$ cat src/rtl/core/ppmfd_pkg.sv
package ppmfd_pkg;

	localparam int CHANNELS = 10;

	localparam int TIME_W  = 32;
	localparam int WIDTH_W = 16;
	localparam int CHIDX_W = 4;
	localparam int CNT_W   = $clog2(CHANNELS + 1);
	localparam int IDX_W   = (CHANNELS > 1) ? $clog2(CHANNELS) : 1;
	localparam int REG_W   = 16;
	localparam int RIDX_W  = 2;
	localparam int OUT_W   = ((CHIDX_W + WIDTH_W + 7) / 8) * 8;

	// register indexes on the configuration port
	localparam logic [RIDX_W-1:0] REG_MIN_WIDTH  = 2'd0;
	localparam logic [RIDX_W-1:0] REG_MAX_WIDTH  = 2'd1;
	localparam logic [RIDX_W-1:0] REG_RESYNC_GAP = 2'd2;
	localparam logic [RIDX_W-1:0] REG_START_GAP  = 2'd3;

	localparam logic [REG_W-1:0] MIN_WIDTH_RST  = 16'd800;
	localparam logic [REG_W-1:0] MAX_WIDTH_RST  = 16'd2200;
	localparam logic [REG_W-1:0] RESYNC_GAP_RST = 16'd3000;
	localparam logic [REG_W-1:0] START_GAP_RST  = 16'd2500;

	typedef struct packed {
		logic load;
		logic store;
		logic clear_count;
		logic emit_start;
		logic emit_load;
	} ppmfd_cmd_t;

	typedef struct packed {
		logic in_window;
		logic ge_resync;
		logic ge_start;
		logic count_full;
		logic count_last;
		logic rd_last;
		logic out_free;
	} ppmfd_sts_t;

endpackage

$ cat src/rtl/core/ppmfd_datapath.sv
module ppmfd_datapath (
	input  logic                            clk,
	input  logic                            arst_n,
	input  logic                            cfg_we,
	input  logic [ppmfd_pkg::RIDX_W-1:0]    cfg_index,
	input  logic [ppmfd_pkg::REG_W-1:0]     cfg_data,
	input  logic [ppmfd_pkg::TIME_W-1:0]    edge_time,
	input  ppmfd_pkg::ppmfd_cmd_t           cmd,
	output ppmfd_pkg::ppmfd_sts_t           sts,
	input  logic                            out_ready,
	output logic                            out_valid,
	output logic [ppmfd_pkg::CHIDX_W-1:0]   out_index,
	output logic [ppmfd_pkg::WIDTH_W-1:0]   out_width,
	output logic                            out_last
);
	import ppmfd_pkg::*;

	logic [REG_W-1:0]   min_width_q;
	logic [REG_W-1:0]   max_width_q;
	logic [REG_W-1:0]   resync_gap_q;
	logic [REG_W-1:0]   start_gap_q;
	logic [TIME_W-1:0]  prev_time_q;
	logic [TIME_W-1:0]  delta_q;
	logic [CNT_W-1:0]   count_q;
	logic [IDX_W-1:0]   rd_q;
	logic [WIDTH_W-1:0] store_q [CHANNELS];
	logic               out_valid_q;
	logic [CHIDX_W-1:0] out_index_q;
	logic [WIDTH_W-1:0] out_width_q;
	logic               out_last_q;

	always_ff @(posedge clk or negedge arst_n) begin
		if (!arst_n) begin
			min_width_q  <= MIN_WIDTH_RST;
			max_width_q  <= MAX_WIDTH_RST;
			resync_gap_q <= RESYNC_GAP_RST;
			start_gap_q  <= START_GAP_RST;
		end else if (cfg_we) begin
			unique case (cfg_index)
				REG_MIN_WIDTH:  min_width_q  <= cfg_data;
				REG_MAX_WIDTH:  max_width_q  <= cfg_data;
				REG_RESYNC_GAP: resync_gap_q <= cfg_data;
				REG_START_GAP:  start_gap_q  <= cfg_data;
				default: ;
			endcase
		end
	end

	// interval modulo 2^32 from the previous edge
	always_ff @(posedge clk or negedge arst_n) begin
		if (!arst_n) begin
			prev_time_q <= '0;
		end else if (cmd.load) begin
			prev_time_q <= edge_time;
		end
	end

	always_ff @(posedge clk) begin
		if (cmd.load) begin
			delta_q <= edge_time - prev_time_q;
		end
	end

	always_ff @(posedge clk or negedge arst_n) begin
		if (!arst_n) begin
			count_q <= '0;
		end else if (cmd.clear_count) begin
			count_q <= '0;
		end else if (cmd.store) begin
			count_q <= count_q + CNT_W'(1);
		end
	end

	always_ff @(posedge clk) begin
		if (cmd.store) begin
			store_q[count_q[IDX_W-1:0]] <= delta_q[WIDTH_W-1:0];
		end
	end

	always_ff @(posedge clk or negedge arst_n) begin
		if (!arst_n) begin
			rd_q <= '0;
		end else if (cmd.emit_start) begin
			rd_q <= '0;
		end else if (cmd.emit_load) begin
			rd_q <= rd_q + IDX_W'(1);
		end
	end

	// output register, refilled in the cycle it is taken
	always_ff @(posedge clk or negedge arst_n) begin
		if (!arst_n) begin
			out_valid_q <= 1'b0;
		end else if (cmd.emit_load) begin
			out_valid_q <= 1'b1;
		end else if (out_ready) begin
			out_valid_q <= 1'b0;
		end
	end

	always_ff @(posedge clk) begin
		if (cmd.emit_load) begin
			out_index_q <= CHIDX_W'(rd_q);
			out_width_q <= store_q[rd_q];
			out_last_q  <= sts.rd_last;
		end
	end

	always_comb begin
		sts.in_window  = (delta_q >= TIME_W'(min_width_q)) && (delta_q <= TIME_W'(max_width_q));
		sts.ge_resync  = delta_q >= TIME_W'(resync_gap_q);
		sts.ge_start   = delta_q >= TIME_W'(start_gap_q);
		sts.count_full = count_q >= CNT_W'(CHANNELS);
		sts.count_last = count_q == CNT_W'(CHANNELS - 1);
		sts.rd_last    = rd_q == IDX_W'(CHANNELS - 1);
		sts.out_free   = !out_valid_q || out_ready;
	end

	assign out_valid = out_valid_q;
	assign out_index = out_index_q;
	assign out_width = out_width_q;
	assign out_last  = out_last_q;

endmodule

$ cat src/rtl/core/ppmfd_ctrl.sv
module ppmfd_ctrl (
	input  logic                  clk,
	input  logic                  arst_n,
	input  logic                  in_valid,
	output logic                  in_ready,
	input  ppmfd_pkg::ppmfd_sts_t sts,
	output ppmfd_pkg::ppmfd_cmd_t cmd
);
	import ppmfd_pkg::*;

	localparam logic [1:0] ST_IDLE = 2'd0;
	localparam logic [1:0] ST_EVAL = 2'd1;
	localparam logic [1:0] ST_EMIT = 2'd2;

	logic [1:0] state_q;
	logic [1:0] state_d;
	logic       in_sync_q;
	logic       in_sync_d;

	always_comb begin
		state_d   = state_q;
		in_sync_d = in_sync_q;
		cmd       = '0;
		in_ready  = 1'b0;
		unique case (state_q)
			ST_IDLE: begin
				in_ready = 1'b1;
				if (in_valid) begin
					cmd.load = 1'b1;
					state_d  = ST_EVAL;
				end
			end
			ST_EVAL: begin
				state_d = ST_IDLE;
				if (in_sync_q) begin
					if (sts.in_window) begin
						// a full count in sync cannot arise; the interval is ignored then
						if (!sts.count_full) begin
							cmd.store = 1'b1;
							if (sts.count_last) begin
								cmd.emit_start = 1'b1;
								in_sync_d      = 1'b0;
								state_d        = ST_EMIT;
							end
						end
					end else if (sts.ge_resync) begin
						cmd.clear_count = 1'b1;
					end else begin
						in_sync_d = 1'b0;
					end
				end else if (sts.ge_start) begin
					in_sync_d       = 1'b1;
					cmd.clear_count = 1'b1;
				end
			end
			ST_EMIT: begin
				if (sts.out_free) begin
					cmd.emit_load = 1'b1;
					if (sts.rd_last) begin
						state_d = ST_IDLE;
					end
				end
			end
			default: begin
				state_d = ST_IDLE;
			end
		endcase
	end

	always_ff @(posedge clk or negedge arst_n) begin
		if (!arst_n) begin
			state_q   <= ST_IDLE;
			in_sync_q <= 1'b0;
		end else begin
			state_q   <= state_d;
			in_sync_q <= in_sync_d;
		end
	end

endmodule

$ cat src/rtl/core/ppm_frame_decoder_top.sv
// PPM frame decoder. Each input item is the microsecond timestamp of one edge;
// the interval to the previous edge (modulo 2^32) drives sync, channel capture
// and frame restart. For each edge the interval is registered first, then the
// controller decides on it, and the input is ready again after that. The edge
// that completes a frame also starts a burst of CHANNELS output items, one per
// cycle from the channel store while the output is taken, with tlast on the
// final channel; the input stays closed for the whole burst, including any
// output stall, and the last item may still wait in the output register while
// the next edge is taken. Configuration writes take effect at once and are meant
// for when no edge is in flight.
module ppm_frame_decoder_top (
	input  logic                               clk,
	input  logic                               arst_n,
	input  logic                               cfg_we,
	input  logic [ppmfd_pkg::RIDX_W-1:0]       cfg_index,
	input  logic [ppmfd_pkg::REG_W-1:0]        cfg_data,
	input  logic                               s_axis_tvalid,
	output logic                               s_axis_tready,
	input  logic [ppmfd_pkg::TIME_W-1:0]       s_axis_tdata,  // edge_time_us
	output logic                               m_axis_tvalid,
	input  logic                               m_axis_tready,
	output logic [ppmfd_pkg::OUT_W-1:0]        m_axis_tdata,  // channel_index, pulse_width, zero pad
	output logic                               m_axis_tlast   // frame_last
);
	import ppmfd_pkg::*;

	ppmfd_cmd_t         cmd;
	ppmfd_sts_t         sts;
	logic [CHIDX_W-1:0] channel_index;
	logic [WIDTH_W-1:0] pulse_width;

	ppmfd_ctrl u_ctrl (
		.clk      (clk),
		.arst_n   (arst_n),
		.in_valid (s_axis_tvalid),
		.in_ready (s_axis_tready),
		.sts      (sts),
		.cmd      (cmd)
	);

	ppmfd_datapath u_datapath (
		.clk       (clk),
		.arst_n    (arst_n),
		.cfg_we    (cfg_we),
		.cfg_index (cfg_index),
		.cfg_data  (cfg_data),
		.edge_time (s_axis_tdata),
		.cmd       (cmd),
		.sts       (sts),
		.out_ready (m_axis_tready),
		.out_valid (m_axis_tvalid),
		.out_index (channel_index),
		.out_width (pulse_width),
		.out_last  (m_axis_tlast)
	);

	assign m_axis_tdata = OUT_W'({pulse_width, channel_index});

endmodule

$ cat config.mk
export PLATFORM = sky130hd
export DESIGN_NAME = ppm_frame_decoder_top
export DESIGN_NICKNAME = d
export VERILOG_FILES = /design/src/rtl/core/ppmfd_pkg.sv /design/src/rtl/core/ppmfd_datapath.sv /design/src/rtl/core/ppmfd_ctrl.sv /design/src/rtl/core/ppm_frame_decoder_top.sv
export SDC_FILE = /design/constraint.sdc
export NUM_CORES = 1
export LEC_CHECK = 0
export BUFFER_PORTS_ARGS = -buffer_cell sky130_fd_sc_hd__buf_2
export CELL_PAD_IN_SITES_DETAIL_PLACEMENT = 1
export CELL_PAD_IN_SITES_GLOBAL_PLACEMENT = 1
export CORE_MARGIN = 3
export CORE_UTILIZATION = 35
export DETAILED_ROUTE_END_ITERATION = 8
export GPL_ROUTABILITY_DRIVEN = 0
export GPL_TIMING_DRIVEN = 1
export PLACE_DENSITY_LB_ADDON = 0.1
export SYNTH_ARGS = -nofsm -noshare
export SYNTH_HDL_FRONTEND = slang
export SYNTH_HIERARCHICAL = 1
export SYNTH_SLANG_ARGS = --single-unit
$ cat constraint.sdc
create_clock -name clk -period 6.85 [get_ports clk]
set_input_delay 0.685 -clock clk [delete_from_list [all_inputs] [get_ports clk]]
set_output_delay 0.685 -clock clk [all_outputs]
set_load 0.02 [all_outputs]
Yosys cells after proc, flatten, opt, wreduce, memory -nomap -nowiden
Memory sizes are Yosys's and may differ from the RTL's. A register that Yosys moved wholly into a read port is not among the register bits.
Cells that the tools add are included.
{"block": "totals", "ff_bits": 145, "latch_bits": 0, "mem_bits_rw": 160, "romBits": 0, "in_bits": 55, "word_cells": 82, "memories": 1}
{"memory": "u_datapath.store_q", "words": 10, "word_bits": 16, "read_ports": 1, "rd_clocked_by_memory_dff": 1, "write_ports": 1, "line": "ppmfd_datapath.sv:26", "text": "logic [WIDTH_W-1:0] store_q [CHANNELS];"}
{"block": "classes", "addsub": 3, "n_mul": 0, "div": 0, "magnitude_cmp": 5, "eq_ne": 10, "shift": 0, "n_mux": 37, "bitwise_logic": 0, "n_reduce_logical": 13}
{"op": "$ge 32x16->1", "n": 3}
{"op": "$le 32x16->1", "n": 1}
{"op": "$sub 32x32->32", "n": 1}
{"op": "$mux 1", "n": 24}
{"op": "$mux 4", "n": 4}
{"op": "$mux 2", "n": 7}
{"op": "$add 4x1->4 const B", "n": 2}
{"op": "$eq 4x4->1 const B", "n": 2}
{"op": "$reduce_and 2->1", "n": 4}
{"op": "$eq 2x2->1 const B", "n": 3}
{"op": "$ne 2x2->1 const B", "n": 3}
{"op": "$pmux 2 s3", "n": 1}
{"op": "$reduce_bool 2->1", "n": 3}
{"op": "$eq 2x1->1 const B", "n": 2}
{"op": "$ge 4x4->1 const B", "n": 1}
{"op": "$logic_not 2->1", "n": 2}
{"op": "$mux 3", "n": 1}
{"op": "$reduce_and 3->1", "n": 1}
{"op": "$logic_and 1x1->1", "n": 1}
{"op": "$logic_not 1->1", "n": 1}
{"op": "$logic_or 1x1->1", "n": 1}

Depth between registers and ports, before layout
{"block": "logic_depth", "ltp_word": 8, "depth_mapped": 15, "mapped_depth_nobuf": 14}

Modules after synthesis
Netlist, hierarchy kept.
{"mod": "ppmfd_datapath", "n_inst": 1, "cells_per_inst": 1124, "area_per_inst_um2": 15065.7, "seq_area_each_um2": 9047.4}
{"mod": "ppmfd_ctrl", "n_inst": 1, "cells_per_inst": 22, "area_per_inst_um2": 198.9, "seq_area_each_um2": 75.1}
{"mod": "ppm_frame_decoder_top", "n_inst": 1, "cells_per_inst": 5, "area_per_inst_um2": 33.8, "seq_area_each_um2": 0.0}

Least setup slack after synthesis
No wires, ideal clock.
{"block": "synth_timing", "kind": "reg2reg", "startpoint": "register u_datapath.delta_q[5]", "endpoint": "memory u_datapath.store_q[9][0], enable pin", "setup_time_ps": 413, "arrival_time_ps": 3877, "required_time_ps": 6437, "path_slack_ps": 2560, "path_stages_with_launch": 14, "path_buffers": 1, "period_less_slack_ps": 4290, "path_cell_list": "edfxtp_1 > ha_1 > a21o_1 > a21o_1 > a21oi_1 > nor2_1 > a211oi_1 > o211ai_1 > a211oi_1 > nand4b_1 > nor2_1 > clkbuf_1 > nand2_1 > nor3b_1"}
{"item": "from (decl)", "line": "ppmfd_datapath.sv:23", "text": "logic [TIME_W-1:0] delta_q;"}
{"item": "from (signal assigned)", "line": "ppmfd_datapath.sv:60", "text": "delta_q <= edge_time - prev_time_q;"}
{"item": "to (decl)", "line": "ppmfd_datapath.sv:26"}

==> results.sh <==
export IMPL_outcome="finished, final reports clean"
export IMPL_die_x_um=215
export IMPL_synth_cells=1151
export IMPL_grt_pass1_wl_um=58500
export IMPL_antenna_found_initial=0
export IMPL_dr_first_iter_drc_count=402
export IMPL_grtUsageTotal_pct=16.3
export IMPL_finClkSkew_ps=18.3
export IMPL_cp_data_required_time_ps=7090
export IMPL_power_density_nw_per_um2=335
export IMPL_hold_path_class="input port to async pin"
export IMPL_hold_violations=0
export IMPL_drc=0
export IMPL_drt_total_wl_um=37200
export IMPL_critPathMaxFanout=14
export IMPL_rsz0062_at_grt="false"
export IMPL_syn_to_final_growth_pct=15.1
export IMPL_clockRootBuffer="clkbuf_16"
export IMPL_netlist_area_um2=15300
export IMPL_max_vdd_ir_drop_v=0.000178
export IMPL_drive_gt1_share_pct=20.6
export IMPL_end_kind="flip-flop"
export IMPL_fin_crit_ps=5080
export IMPL_max_slew_margin_rel_pct=27.1
export IMPL_portBuffers=77
export IMPL_synth_area_leader_cell="edfxtp_1"
export IMPL_synth_cell_types=68
export IMPL_fmax_mhz=197
export IMPL_cts_sinks=321
export IMPL_cts_resized=0
export IMPL_antenna_left=0
export IMPL_worst_path_max_delay_cell="a211oi_1"
export IMPL_vias_per_cell=5.02
export IMPL_clk_pin_slew_ps=50
export IMPL_ys_ff_latch=321
export IMPL_seq_area_frac_synth_pct=59.6
export IMPL_vias=9269
export IMPL_cts_tree="built"
export IMPL_syn_area_per_cell_um2=13.3
export IMPL_yosysWarningCount=6
export IMPL_core_area_um2=42600
export IMPL_critPathBufInv=1
export IMPL_overflow=0
export IMPL_tightest_slew_ps=1090
export IMPL_design_portCount=82
export IMPL_ys_flop_type="edfxtp_1"
export IMPL_antenna_cells=0
export IMPL_synth_top_area_share_pct=41.8
export IMPL_yosysMostFrequentCell="edfxtp_1"
export IMPL_placedCellCount=1775
export IMPL_synth_edf_count=213
export IMPL_drt_pass1_iter_count=4
export IMPL_yosys_top_cells_area="edfxtp_1 (42%), dfrtp_1 (15%), ha_1 (8.3%), mux4_2 (4.7%), mux2_2 (3.8%)"
export IMPL_grt_max_degree=95
export IMPL_start_kind="flip-flop"
export IMPL_crit_path_cell_trace="ha_1 > a21o_1 > a21o_1 > a21oi_1 > nor2_1 > a211oi_1 > o211ai_1 > a211oi_1 > nand4b_1 > nor2_1 > nand2_1 > nor3_2 > buf_4"
export IMPL_async_flop_share_pct=33.6
export IMPL_fin_nets=1396
export IMPL_grt_pass1_vias=9877
export IMPL_fin_setup_tns_ps=0
export IMPL_synth_common_cells="edfxtp_1 (213), ha_1 (101), inv_1 (100)"
export IMPL_wl_per_cell_um=20.1
export IMPL_crit_family="simple AND/OR/NAND/NOR gates"
export IMPL_finalCritPeriodShare_pct=74.1
export IMPL_initial_utilization_pct=35.9
export IMPL_fin_ws_ps=1770
export IMPL_hold_buffers=0
export IMPL_clock_path_buffers=3
export IMPL_drv_slew=0
export IMPL_path_class="flip-flop to flip-flop"
export IMPL_drv_cap=0
export IMPL_p_leak_nw=6.96
export IMPL_clk_latency_ps=550
export IMPL_fillCellCount=4500
export IMPL_die_h_um=215
export IMPL_post_cts_buffers=0
export IMPL_h_tree_depth=2
export IMPL_cts_buffers=39
export IMPL_setup_viol=0
export IMPL_dieArea_um2=46300
export IMPL_final_instance_count_excl_fill=1846
export IMPL_crit_path_max_incr_delay_ps=800
export IMPL_crit_arrival_ps=5320
export IMPL_pre_cts_slack_ps=1460
export IMPL_rows=75
export IMPL_dp_final_hpwl_um=25400
[flip-flops by register name, summed over array words and instances, names as in the netlist, 2 cells and up]
name                     flops
u_datapath/store_q         160
u_datapath/delta_q          32
u_datapath/prev_time_q      32
u_datapath/max_width_q      16
u_datapath/min_width_q      16
u_datapath/out_width        16
u_datapath/resync_gap_q     16
u_datapath/start_gap_q      16
u_datapath/count_q           4
u_datapath/out_index         4
u_datapath/rd_q              4
u_ctrl/state_q               2
[logic make-up after synthesis]
family / count (synthesis) / share of synthesized area [%]
flops: 321 / 59.6
compound gates: 231 / 9.44
simple gates: 215 / 7.09
buf+inv: 146 / 3.84
fa+ha+maj: 102 / 8.39
mux: 100 / 9.58
xor+xnor: 35 / 2.00
other cells: 1 / 0.0245
[metrics by stage]
step	instance area (um2)	hold slack, ps	power, mW	utilization, %
2_1_floorplan	15300	389	3.50	-
3_3_place_gp	16300	488	3.93	38.4
3_5_place_dp	16300	494	3.96	38.4
4_1_cts	17600	188	6.04	41.3
5_1_grt	17600	231	6.27	41.3
6_report	17600	182	5.90	41.3
[layout make-up]
type / count / area (um2) / share of cell area [%]
timing repair buffer: 90 / 485 / 2.76
clock buffer: 61 / 1150 / 6.54
sequential: 321 / 9130 / 51.8
inverter: 100 / 375 / 2.13
tap: 577 / 722 / 4.10
clock inverter: 10 / 114 / 0.647
multi-input combinational: 687 / 5630 / 32.0
[metal layers]
metal | GRT usage (%) | vias up | wire [um]
li1 | - | 4419 | -
met1 | 22.1 | 4668 | 17000
met2 | 27.3 | 131 | 18000
met3 | 2.43 | 51 | 1310
met4 | 4.71 | 0 | 790
met5 | 0 | - | 0
[power breakdown]
group	total (mW)	switching (mW)	internal, mW	leakage [nW]
Sequential	2.58	0.250	2.33	3.21
Clock	2.02	0.789	1.23	0.611
Combinational	1.31	0.693	0.615	3.14
Total	5.90	1.73	4.17	6.96
[worst paths after layout]
kind,start,end,slack (ps),cells after the start
worst max-delay path,u_datapath/delta_q[5]$_DFFE_PP_,u_datapath/store_q[1][1]$_DFFE_PP_,1770,13
max in group asynchronous,arst_n,u_datapath/rd_q[0]$_DFFE_PN0P_,5280,2
min in group clk,s_axis_tvalid,u_ctrl/state_q[0]$_DFFE_PN0P_,360,2
worst min register to register,u_datapath/max_width_q[5]$_DFFE_PN0P_,u_datapath/max_width_q[5]$_DFFE_PN0P_,500,1
worst min-delay path,arst_n,u_datapath/max_width_q[8]$_DFFE_PN0P_,180,1
worst max register to register,u_datapath/delta_q[5]$_DFFE_PP_,u_datapath/store_q[1][1]$_DFFE_PP_,1770,13
[cells in the final DEF (no fill, tap or decap), types with 5 or more instances in the layout]
cell       synthesis  final
dfstp_2           19     19
xnor2_1           16     16
nand2_1           81     81
o21a_1             6      6
and3_1             5      5
edfxtp_1         213    213
a21oi_1           63     63
nand3b_1           5      5
clkbuf_1          32     15
buf_2              7     76
mux4_2            32     32
o21ai_0           72     72
a211oi_1          26     26
nand2b_1          14     14
buf_4              4     14
a21o_1            24     24
inv_1            100    100
clkbuf_8           0      5
mux2_2            51     51
mux2i_1           17     17
nor2b_1           24     24
dfrtp_1           89     87
nor2_1            31     31
nor4_1             7      7
nand3_1            8      8
xor2_1            19     19
nand4_1           15     15
o211ai_1           7      7
a31oi_1            5      5
clkbuf_16          0     41
ha_1             101    101
(Power assumes the default switching activity.)
